`src/rtl/core/bqx_pkg.sv`:
```
// Shared types and constants for the biquadratic exchange field accumulator.
`default_nettype none

package bqx_pkg;

  localparam int MaxAtoms = 4096;
  localparam int MaxTypes = 16;

  localparam int IdxW   = 12;
  localparam int TypeW  = 4;
  localparam int SpinW  = 16;
  localparam int CoupW  = 32;
  localparam int FieldW = 48;

  localparam logic [1:0] ACT_SPIN = 2'd0;
  localparam logic [1:0] ACT_COUP = 2'd1;
  localparam logic [1:0] ACT_PAIR = 2'd2;

  typedef logic signed [SpinW-1:0]  spin_t;
  typedef logic signed [CoupW-1:0]  coup_t;
  typedef logic signed [FieldW-1:0] field_t;

  typedef struct packed {
    spin_t x;
    spin_t y;
    spin_t z;
  } spin_vec_t;

  typedef struct packed {
    field_t x;
    field_t y;
    field_t z;
  } field_vec_t;

  typedef struct packed {
    logic            fire;
    logic            last;
    logic [IdxW-1:0] atom;
  } acc_ctrl_t;

endpackage

`default_nettype wire

```
`src/rtl/core/bqx_coup_store.sv`:
```
// Exchange constant table: one write port, one registered read port.
`default_nettype none

module bqx_coup_store #(
  parameter int MAX_TYPES = bqx_pkg::MaxTypes,
  parameter int AW        = (MAX_TYPES > 1) ? $clog2(MAX_TYPES) : 1
) (
  input  wire                 clk,
  input  wire                 we,
  input  wire [AW-1:0]        waddr,
  input  wire bqx_pkg::coup_t wdata,
  input  wire                 re,
  input  wire [AW-1:0]        raddr,
  output bqx_pkg::coup_t      rdata
);

  bqx_pkg::coup_t mem [MAX_TYPES];

  always_ff @(posedge clk) begin
    if (we) begin
      mem[waddr] <= wdata;
    end
    if (re) begin
      rdata <= mem[raddr];
    end
  end

endmodule

`default_nettype wire

```
`config.mk`:
```
export PLATFORM = sky130hd
export DESIGN_NAME = bqx_coup_store
export DESIGN_NICKNAME = d
export VERILOG_FILES = /design/src/rtl/core/bqx_pkg.sv /design/src/rtl/core/bqx_coup_store.sv
export SDC_FILE = /design/constraint.sdc
export NUM_CORES = 1
export LEC_CHECK = 0
export ABC_AREA = 1
export BUFFER_PORTS_ARGS = -buffer_cell sky130_fd_sc_hd__buf_2
export CORE_MARGIN = 1
export CORE_UTILIZATION = 25
export CTS_BUF_LIST = sky130_fd_sc_hd__clkbuf_4 sky130_fd_sc_hd__clkbuf_8
export DETAILED_ROUTE_END_ITERATION = 12
export PLACE_DENSITY_LB_ADDON = 0.25
export SYNTH_ARGS = -nofsm -noshare
export SYNTH_HDL_FRONTEND = slang
export SYNTH_SLANG_ARGS = --single-unit
```
`constraint.sdc`:
```
create_clock -name clk -period 3.4 [get_ports clk]
set_input_delay 0.68 -clock clk [delete_from_list [all_inputs] [get_ports clk]]
set_output_delay 0.68 -clock clk [all_outputs]
set_load 0.02 [all_outputs]
```
==> metrics.md <==
| Metric | Value |
|---|---|
| Status | finished clean |
| All-Layer GR Usage | 0.134 |
| Core region area | 91500 um2 |
| IO Count | 75 |
| Kind of cell adding the most delay to the critical path | flip-flops |
| Drt via density | about 4.2 |
| Critical Path AT | around 1.3 ns |
| Met1 wire length | 28.6 mm |
| Worst path bufs/invs | 1 |
| DRT Pass-1 Iters | 5 |
| Worst-path cell chain | buf_2 |
| Final WL | 62.4 mm |
| Leakage | 0.0110 uW |
| Avg Cell Area, Syn | 10.9 um2 |
| Vias in the first global route | 14700 |
| Crit path launch type | flip-flop |
| Post-CTS Setup Inserts | 0 |
| Flop pwr share | 0.541 |
| Rows | approximately 110 |
| Sequential area share after synthesis | 0.709 |
| Fin crit period | 2.02 ns |
| Slowest-stage cell, CP | edfxtp_1 |
| Remaining antenna violation count | 0 |
| FMAX | 496 MHz |
| Worst skew pair latency | 0.67 ns |
| Starting Density | 0.252 |
| Syn Inst Count | 2120 |
| RSZ-0062 raised after global routing | false |
| Drt drc | 0 |
| Maximum vdd drop | between 0.0002 and 0.00025 V |
| Routability cong. | 0.766 |
| PwrDens | 530 nW/um2 |
| Global-route wire length before repair | about 94 mm |
| Initial antenna violation count | 5 |
| DR iter-0 viols | between 1000 and 1500 |
| Fin nets | 2269 |
| Max Used Layer | met5 |
| Slew at the pin with the worst max-slew slack | about 1.0 ns |
| Root buffer cell | clkbuf_8 |
| DR vias | 14700 |
| Netlist Area Pre-Place | 23100 um2 |
| Area Growth Syn to Fin | 15.0% |
| Seq cells post-synth | around 540 |
| Clk pwr share | 0.393 |
| Max-Cap Viols | 0 |
| CTS Buf Count | 93 |
| Switching Share | 0.238 |
| CTS H-tree lvls | 3 |
| Critical path fanouts, max | 1 |
| DR WL met3 | 3.50 mm |
| Final Hold Vio Count | 0 |
| Final max-slew violation count | 0 |
| Syn Nets | 2163 |
| Hold Crit Class | primary input to flip-flop |
| Wirelength per Cell | 17.9 um |
| Die width | 306 um |
| Pin count of the biggest net entering global routing | 129 |
| Design area | 26500 um2 |
| Wire length on met2 | between 20 and 30 mm |
| Clock buffer depth | 3 |
| Die Y-Extent | 306 um |
| CTS tree | built |
| Worst EP required | 2.72 ns |
| Setup Crit Path Kind | flip-flop to output port |
| Setup clock skew after layout | 0.0247 ns |
| Fin crit share | 0.593 |
| Clock sinks | 544 |
| Combinational share of power | 0.066 |
| HPWL after DPL | 33.6 mm |
| Crit-path max cell delay | ~0.47 ns |
| Max-slew headroom | 0.329 |
| Setup tns final | 0 ns |
| NetSw | 3340 uW |
| Layout cell share with drive strength beyond 1 | 0.121 |
| Synth unique cells | 14 |
| Post_cts resized | 0 |
| Cts hold-fix bufs | 0 |
| GR Overflow Total | 0 |
| Critical Path End Type | output port |
| Port Buffers | 74 |
| Placement Cell Area | 24800 um2 |
| Internal power | 10700 uW |
| Die footprint | 93400 um2 |
| Final setup violation count | 0 |
| Synth warn | 0 |
| Clock-pin slew on the worst setup and hold paths | 0.06 ns |
-- flip-flops by register name, summed over array words and instances, names as in the netlist --
signal,flops
mem,512
rdata,32
-- area by class of cell --
cell class                 count  area, um2
fill                        9380      65000
sequential                   544      16300
multi-input combinational   1081       4670
clock buffer                 125       1530
tap                         1186       1480
inverter                     390       1470
timing repair buffer         116        860
clock inverter                37        164
antenna                        1       2.50
-- metal layers --
layer,track usage,up-vias
met4,0.0445,8
met5,0,-
met1,0.180,7127
met3,0.0276,91
li1,-,7091
met2,0.215,373
-- power groups by stage --
stage	registers, uW	clock network, uW	logic, uW
finish	7600	5510	932
global route	7610	5960	1040
CTS	7600	5700	959
detailed placement	7740	0	955
global placement	7740	0	947
floorplan	7770	0	512
-- placed cells by master, fill, tap and decap left out, drive strengths merged --
cell type	instances
nand2	677
diode	1
clkinv	35
clkbuf	126
edfxtp	544
inv	390
clkinvlp	2
nor2	17
nand3	385
buf	115
nand3b	2
-- final timing paths --
path                endpoint  slack [ns]  cells past startpoint  startpoint
setup reg to reg    rdata[3]        2.21                      6   mem[9][3]
setup / recovery   rdata[14]        1.38                      1   rdata[14]
hold / removal    mem[7][20]        0.41                      1   wdata[20]
hold reg to reg     rdata[7]        0.73                      6   mem[4][7]
-- per-stage QoR --
| stage | hold WS (ns) | cells | setup WS [ns] | utilization | total power [uW] |
|---|---|---|---|---|---|
| 2_1_floorplan | 0.683 | 2120 | 0.727 | - | 8290 |
| 3_3_place_gp | 0.717 | 3317 | 0.851 | 0.271 | 8690 |
| 3_5_place_dp | 0.720 | 3317 | 0.833 | 0.271 | 8700 |
| 4_1_cts | 0.328 | 3479 | 1.28 | 0.290 | 14300 |
| 5_1_grt | 0.374 | 3480 | 1.30 | 0.290 | 14600 |
| 6_report | 0.405 | 3480 | 1.38 | 0.290 | 14000 |
-- Yosys cell counts --
cell	n	area [um2]
edfxtp_1	544	16300
buf_6	29	327
buf_12	1	20.0
nor2_1	17	63.8
inv_4	1	6.26
buf_4	6	45.0
inv_1	388	1460
clkbuf_1	14	52.6
buf_2	41	205
buf_1	14	52.6
inv_2	1	3.75
nand2_1	677	2540
nand3_1	385	1930
nand3b_1	2	15.0
-- kinds of logic after synthesis --
group | Yosys count | share of synthesized area
and+or+nand+nor | 1081 | 0.197
DFF | 544 | 0.709
buffers and inverters | 495 | 0.0941
No activity file was read; power rests on OpenSTA's default activity.
