File: config.mk
export PLATFORM = sky130hd
export DESIGN_NAME = bqx_accum
export DESIGN_NICKNAME = d
export VERILOG_FILES = /design/src/rtl/core/bqx_pkg.sv /design/src/rtl/core/bqx_accum.sv
export SDC_FILE = /design/constraint.sdc
export NUM_CORES = 1
export LEC_CHECK = 0
export ABC_CLOCK_PERIOD_IN_PS = 4800
export BUFFER_PORTS_ARGS = -buffer_cell sky130_fd_sc_hd__buf_4
export CAP_MARGIN = 20
export CORE_MARGIN = 3
export CORE_UTILIZATION = 52
export DETAILED_ROUTE_END_ITERATION = 10
export GPL_TIMING_DRIVEN = 0
export PLACE_DENSITY = 0.84
export REMOVE_ABC_BUFFERS = 1
export SLEW_MARGIN = 10
export SYNTH_ARGS = -nofsm -noshare
export SYNTH_HDL_FRONTEND = slang
export SYNTH_SLANG_ARGS = --single-unit
File: constraint.sdc
create_clock -name clk -period 4.8 [get_ports clk]
set_input_delay 0.48 -clock clk [delete_from_list [all_inputs] [get_ports clk]]
set_output_delay 0.48 -clock clk [all_outputs]
set_load 0.01 [all_outputs]
File: src/rtl/core/bqx_pkg.sv
// Shared types and constants for the biquadratic exchange field accumulator.
`default_nettype none

package bqx_pkg;

  localparam int MaxAtoms = 4096;
  localparam int MaxTypes = 16;

  localparam int IdxW   = 12;
  localparam int TypeW  = 4;
  localparam int SpinW  = 16;
  localparam int CoupW  = 32;
  localparam int FieldW = 48;

  localparam logic [1:0] ACT_SPIN = 2'd0;
  localparam logic [1:0] ACT_COUP = 2'd1;
  localparam logic [1:0] ACT_PAIR = 2'd2;

  typedef logic signed [SpinW-1:0]  spin_t;
  typedef logic signed [CoupW-1:0]  coup_t;
  typedef logic signed [FieldW-1:0] field_t;

  typedef struct packed {
    spin_t x;
    spin_t y;
    spin_t z;
  } spin_vec_t;

  typedef struct packed {
    field_t x;
    field_t y;
    field_t z;
  } field_vec_t;

  typedef struct packed {
    logic            fire;
    logic            last;
    logic [IdxW-1:0] atom;
  } acc_ctrl_t;

endpackage

`default_nettype wire

File: src/rtl/core/bqx_accum.sv
// Saturating field accumulators and the result output register.
`default_nettype none

module bqx_accum (
  input  wire                        clk,
  input  wire                        rst,
  input  wire bqx_pkg::acc_ctrl_t    ctrl,
  input  wire bqx_pkg::field_vec_t   term,
  input  wire                        out_ready,
  output logic                       out_valid,
  output logic [bqx_pkg::IdxW-1:0]   out_atom,
  output bqx_pkg::field_vec_t        out_field
);

  localparam int W = bqx_pkg::FieldW;

  bqx_pkg::field_vec_t sum;
  bqx_pkg::field_vec_t sum_next;

  function automatic bqx_pkg::field_t sat_add(bqx_pkg::field_t a, bqx_pkg::field_t b);
    logic signed [W:0] s;
    s = {a[W-1], a} + {b[W-1], b};
    if (s[W] != s[W-1]) begin
      return s[W] ? {1'b1, {(W-1){1'b0}}} : {1'b0, {(W-1){1'b1}}};
    end
    return s[W-1:0];
  endfunction

  assign sum_next.x = sat_add(sum.x, term.x);
  assign sum_next.y = sat_add(sum.y, term.y);
  assign sum_next.z = sat_add(sum.z, term.z);

  always_ff @(posedge clk) begin
    if (rst) begin
      sum       <= '0;
      out_valid <= 1'b0;
    end else begin
      if (ctrl.fire) begin
        sum <= ctrl.last ? '0 : sum_next;
      end
      if (ctrl.fire && ctrl.last) begin
        out_valid <= 1'b1;
      end else if (out_ready) begin
        out_valid <= 1'b0;
      end
    end
  end

  always_ff @(posedge clk) begin
    if (ctrl.fire && ctrl.last) begin
      out_atom  <= ctrl.atom;
      out_field <= sum_next;
    end
  end

endmodule

`default_nettype wire

==> flow_summary.yaml, run 1 <==
floorplanning:
  start_util_pct: 52.8
  die_height_um: 199
  dieArea_mm2: 0.0396
  rows: 70
  ios: 318
  coreArea_mm2: 0.0366
  die_w_um: 199
yosys:
  syn_avg_cell_area_um2: 9.14
  syn_area_mm2: 0.0193
  synth-edff-count: 156
  synthDistinctLibCells: 79
  ys_async_sr_fraction_pct: 0
  synth_cells: 2116
  synth-simple-area-share_pct: 14.3
  synth_top_family_by_area: "compound AO/OA/AOI/OAI gates"
  seq_area_frac_synth_pct: 39.2
  ys_ff_latch: 301
  yosys-mux-area-fraction_pct: 0.207
  yosysWarnings: 0
  synth-adder-area-share_pct: 14.2
  synth_xor_area_share_pct: 5.97
  synth_compound_area_share_pct: 22.2
  synthFlopType: "edfxtp_1"
hold_path:
  hp-class: "in2reg"
  hp-start: "ctrl[4]"
  worstHoldEndpoint: "out_atom[4]"
  hold_path_depth: 1
power_and_ir_drop:
  power_mw: 8.55
  p_leak_nw: 10.0
  seqPwrFrac_pct: 36.8
  ir_worst_vdd_uv: 376
  powerDensity_mw_per_mm2: 364
  internal_power_mw: 5.83
  switchingPower_mw: 2.72
  pwr-share-comb_pct: 30.0
  power.clock.fraction_pct: 33.1
  switching_share_pct: 31.8
timing:
  period_minus_slack_ps: 4540
  post-route-period-util_pct: 94.6
  hold_viol_final: 0
  skew_ps: 14.5
  maxSlewHeadroom_pct: 37.0
  rsz0062_at_grt: "false"
  slew_violations: 0
  worstMarginPinSlew_ps: 944
  max_freq_mhz: 220
  setup_violations: 0
route:
  via_per_inst: 6.07
  ant_nets: 0
  route.detailed.drc: 0
  routedWlPerCell_um: 20.4
  initialDrtViolationCount: 1268
  wirelength_mm: 58.6
  vias: 17400
  drt_first_pass_iters: 8
worst_setup_path:
  path_delay_family: "compound AO/OA/AOI/OAI gates"
  crit_slowest_cell: "nor2_2"
  r2r_start: "sum[0]"
  crit_path_start_kind: "flop"
  cp.required_ps: 5270
  r2r_slack_ps: 260
  worst-setup-path-type: "reg2reg"
  endpoint_kind: "flop"
  crit_buf_inv: 3
  crit_chain: "ha_1 > inv_1 > fa_1 > nand2b_1 > a21oi_1 > o211ai_1 > a21oi_1 > nor2_1 > o21a_1 > o31ai_4 > buf_8 > buf_8 > nand2_2 > nor2_2 > a221o_1"
  r2r_cells: 15
  r2r_end: "sum[35]"
  arrival_ps: 5020
  slowest_delay_ps: 760
  cp_max_fo: 16
layout:
  design_area_mm2: 0.0235
  layout_commonest_cell: "buf_4"
  layout_common_cells: "buf_4, nand2_1, nor2_1"
  final_layout_size_suffix_gt1_share_pct: 18.3
  area_growth_syn_to_layout_pct: 21.4
  layout.nets: 2682
clock_tree:
  ctsHoldBuffers: 0
  numCtsBuffers: 35
  h-tree-depth: 2
  numClockSinks: 301
  cts_buffer_depth: 3
  cts_resized: 0
  post-cts-setup-buffer-count: 0
  clkTransAtPathRegs_ps: 60
  clkLatencyLatePin_ps: 540
  cts_root_buffer: "clkbuf_16"
  cts_tree: "yes"
status:
  status: "finished, final reports clean"
global_route:
  antenna_found_initial: 4
  overflow: 0
  grt_max_degree: 49
  grt_pass1_wl_mm: 91.4
  grt_usage_pct: 28.8
  grt_pass1_vias: 17100
job:
  cap_violations: 0
placement:
  io_buffers: 317
  dp_hpwl_mm: 43.5
  place_area_mm2: 0.0223
  place_congestion: 0.966
[Yosys cell counts (all sizes together) (12+ instances only)]
cell	instances	share of area (%)
a211oi	19	0.81
a21o	67	2.6
a21oi	180	4.7
a221o	38	2.0
a22o	13	0.59
a31oi	18	0.58
buf	44	1.4
clkbuf	76	1.5
dfxtp	145	15
edfxtp	156	24
ha	144	9.3
inv	51	0.99
maj3	89	4.6
nand2	217	4.2
nand2b	16	0.52
nand3	22	0.62
nand4	47	1.5
nor2	210	4.2
nor2b	12	0.39
nor3	26	0.72
o211ai	18	0.70
o21a	17	0.66
o21ai	201	5.2
o21bai	25	0.97
xnor2	70	3.2
xor2	61	2.8
[through the flow]
step | hold WS, ps | setup WS (ps) | utilization [%] | setup TNS [ps] | cells
finish | 124 | 257 | 64.1 | 0 | 2869
global route | 96.2 | 67.0 | 64.1 | 0 | 2868
CTS | 91.7 | 161 | 64.0 | 0 | 2865
detailed placement | 444 | -63.8 | 60.8 | -436 | 2804
global placement | 437 | -5310 | 59.4 | -1067540 | 2781
floorplan | 429 | -1180 | - | -99470 | 1996
[layout make-up]
class | count | area [um2]
antenna | 3 | 7.51
clock buffer | 43 | 906
clock inverter | 18 | 279
fill | 2961 | 13100
inverter | 51 | 191
multi-input combinational | 1644 | 11100
sequential | 301 | 7590
tap | 468 | 586
timing repair buffer | 341 | 2850
[state kept, by name, indices dropped and copies added (netlist names)]
name and flops:
out_atom 12, out_valid 1, sum 144, out_field 144
[routing by layer]
metal,track usage [%],wire length [um]
met3,5.72,4160
met4,11.7,2200
met1,36.9,24600
met2,47.9,27600
met5,0,36
[how the worst max path moves through the flow]
stage / from / end / cells past startpoint
global placement: term[0] / sum[7] / 14
detailed placement: term[48] / out_field[54] / 15
global route: sum[48] / sum[50] / 15
CTS: sum[48] / out_field[54] / 14
finish: sum[0] / sum[35] / 15
floorplan: term[0] / sum[0] / 13
[logic make-up (layout without fill, tap and decap cells)]
| group | count (synthesis) | count (layout) |
|---|---|---|
| AO/OA/AOI/OAI | 665 | 665 |
| AND/OR/NAND/NOR | 608 | 608 |
| flip-flops | 301 | 301 |
| adder cells (fa/ha/maj) | 236 | 236 |
| buffers and inverters | 171 | 453 |
| XOR/XNOR | 131 | 131 |
| multiplexers | 4 | 4 |
| other | 0 | 3 |
[power groups by stage]
stage / combinational (mW) / clock, mW / sequential [mW]
3_5_place_dp: 2.52 / 0 / 3.19
2_1_floorplan: 1.54 / 0 / 3.25
5_1_grt: 2.80 / 2.98 / 3.17
6_report: 2.57 / 2.83 / 3.15
4_1_cts: 2.54 / 2.89 / 3.15
3_3_place_gp: 2.37 / 0 / 3.21
No activity file was read; power rests on OpenSTA's default activity.
==> run 2, diff against run 1 <==
--- a/config.mk
+++ b/config.mk
@@ -9,11 +9,13 @@
 export BUFFER_PORTS_ARGS = -buffer_cell sky130_fd_sc_hd__buf_4
 export CAP_MARGIN = 20
 export CORE_MARGIN = 3
-export CORE_UTILIZATION = 52
+export CORE_UTILIZATION = 54
+export CTS_BUF_LIST = sky130_fd_sc_hd__clkbuf_8
 export DETAILED_ROUTE_END_ITERATION = 10
 export GPL_TIMING_DRIVEN = 0
-export PLACE_DENSITY = 0.84
+export PLACE_DENSITY = 0.87
 export REMOVE_ABC_BUFFERS = 1
+export SKIP_LAST_GASP = 1
 export SLEW_MARGIN = 10
 export SYNTH_ARGS = -nofsm -noshare
 export SYNTH_HDL_FRONTEND = slang
==> flow_summary.yaml, run 2 (synthesis gave the netlist of run 1 again) <==
floorplanning:
  ios: 318
  start_util_pct: 55.5
  die_height_um: 195
  rows: 68
  die_w_um: 195
  dieArea_mm2: 0.0381
  coreArea_mm2: 0.0349
power_and_ir_drop:
  powerDensity_mw_per_mm2: 351
  p_leak_nw: 10.1
  power_mw: 8.26
  ir_worst_vdd_uv: 318
timing:
  finalHoldWorstSlack_ps: 83.4
  period_minus_slack_ps: 4600
  tns_ps: 0
  hold_viol_final: 0
  worstMarginPinSlew_ps: 809
  post-route-period-util_pct: 95.9
  maxSlewHeadroom_pct: 46.0
  skew_ps: 26.2
  max_freq_mhz: 217
  slew_violations: 0
  rsz0062_at_grt: "false"
  setup_violations: 0
placement:
  io_buffers: 317
  place_congestion: 0.973
  dp_hpwl_mm: 44.3
  place_area_mm2: 0.0223
  dp.cells: 2791
job:
  cap_violations: 0
layout:
  layout_common_cells: "buf_4, nand2_1, nor2_1"
  area_growth_syn_to_layout_pct: 21.6
  nFillCells: 2696
  layout_commonest_cell: "buf_4"
  final_layout_size_suffix_gt1_share_pct: 19.2
  design_area_mm2: 0.0235
  layout.nets: 2714
  largestRegisters: "out_field x144, sum x144, out_atom x12"
  instances_no_fill: 2908
clock_tree:
  clkTransAtPathRegs_ps: 70
  numClockSinks: 301
  cts_root_buffer: "clkbuf_8"
  h-tree-depth: 2
  cts_tree: "yes"
  clkLatencyLatePin_ps: 650
  numCtsBuffers: 53
  cts_buffer_depth: 3
worst_setup_path:
  cp.required_ps: 5240
  worst-setup-path-type: "reg2reg"
  cp_max_fo: 32
  arrival_ps: 5040
  endpoint_kind: "flop"
  crit_path_start_kind: "flop"
route:
  wirelength_mm: 59.6
  routedWlPerCell_um: 20.5
  vias: 17900
  via_per_inst: 6.16
  initialDrtViolationCount: 1454
  route.detailed.drc: 0
  drt_first_pass_iters: 6
  ant_nets: 0
global_route:
  grt_max_degree: 53
  grt_usage_pct: 29.9
  antenna_found_initial: 4
  grt_pass1_wl_mm: 93.0
  overflow: 0
  grt_pass1_vias: 17500
hold_path:
  hp-class: "in2reg"
status:
  status: "finished, final reports clean"
[run 2: final cells by class]
| class | instances | area (um2) | area share [%] |
|---|---|---|---|
| clock buffer | 59 | 812 | 3.45 |
| multi-input combinational | 1644 | 11100 | 47.1 |
| timing repair buffer | 355 | 2980 | 12.6 |
| inverter | 51 | 191 | 0.814 |
| antenna | 2 | 5.00 | 0.0213 |
| clock inverter | 41 | 297 | 1.26 |
| sequential | 301 | 7590 | 32.3 |
| tap | 455 | 569 | 2.42 |
[run 2: metal layers]
layer | track usage (%) | vias up | share of wire, %
met3 | 6.50 | 182 | 8.4
li1 | - | 8389 | -
met1 | 38.5 | 8506 | 41
met2 | 49.4 | 839 | 46
met4 | 11.5 | 4 | 3.8
met5 | 0 | - | 0.055
[run 2: per-stage QoR]
step | worst slack [ps] | util, %
floorplan | -1180 | -
global placement | -5410 | 62.3
detailed placement | -47.2 | 63.8
CTS | 149 | 67.3
global route | 38.0 | 67.4
finish | 196 | 67.4
[run 2: worst paths after layout]
path	to	cells after the start	startpoint	slack [ps]
min reg2reg	sum[129]	2	sum[129]	450
max reg2reg	out_field[54]	15	sum[48]	200
max	out_field[54]	15	sum[48]	200
min	sum[95]	2	rst	80
[run 2: worst max-delay path, stage by stage (launching register included)]
cell and delay, ps:
dfxtp_1 330, ha_1 200, inv_1 70, fa_1 370, nand2b_1 190, a21oi_1 300
o21ai_1 200, o21ai_2 320, a31oi_1 140, o21ba_2 260, o41ai_4 490, buf_6 260
buf_8 170, and2_2 690, nor2_1 160, nor2_1 240
[run 2: power by group]
group	internal (mW)	switching, mW	total, mW
Sequential	3.04	0.105	3.15
Clock	1.36	1.16	2.51
Combinational	1.07	1.53	2.60
[run 2: what timing repair did]
| action | in CTS | in global routing |
|---|---|---|
| hold endpoints to repair | 12 | 0 |
| resized for setup | 0 | 2 |
| hold buffers | 12 | 0 |
| buffers inserted | 0 | 3 |
| endpoints found under the setup margin | 0 | 19 |
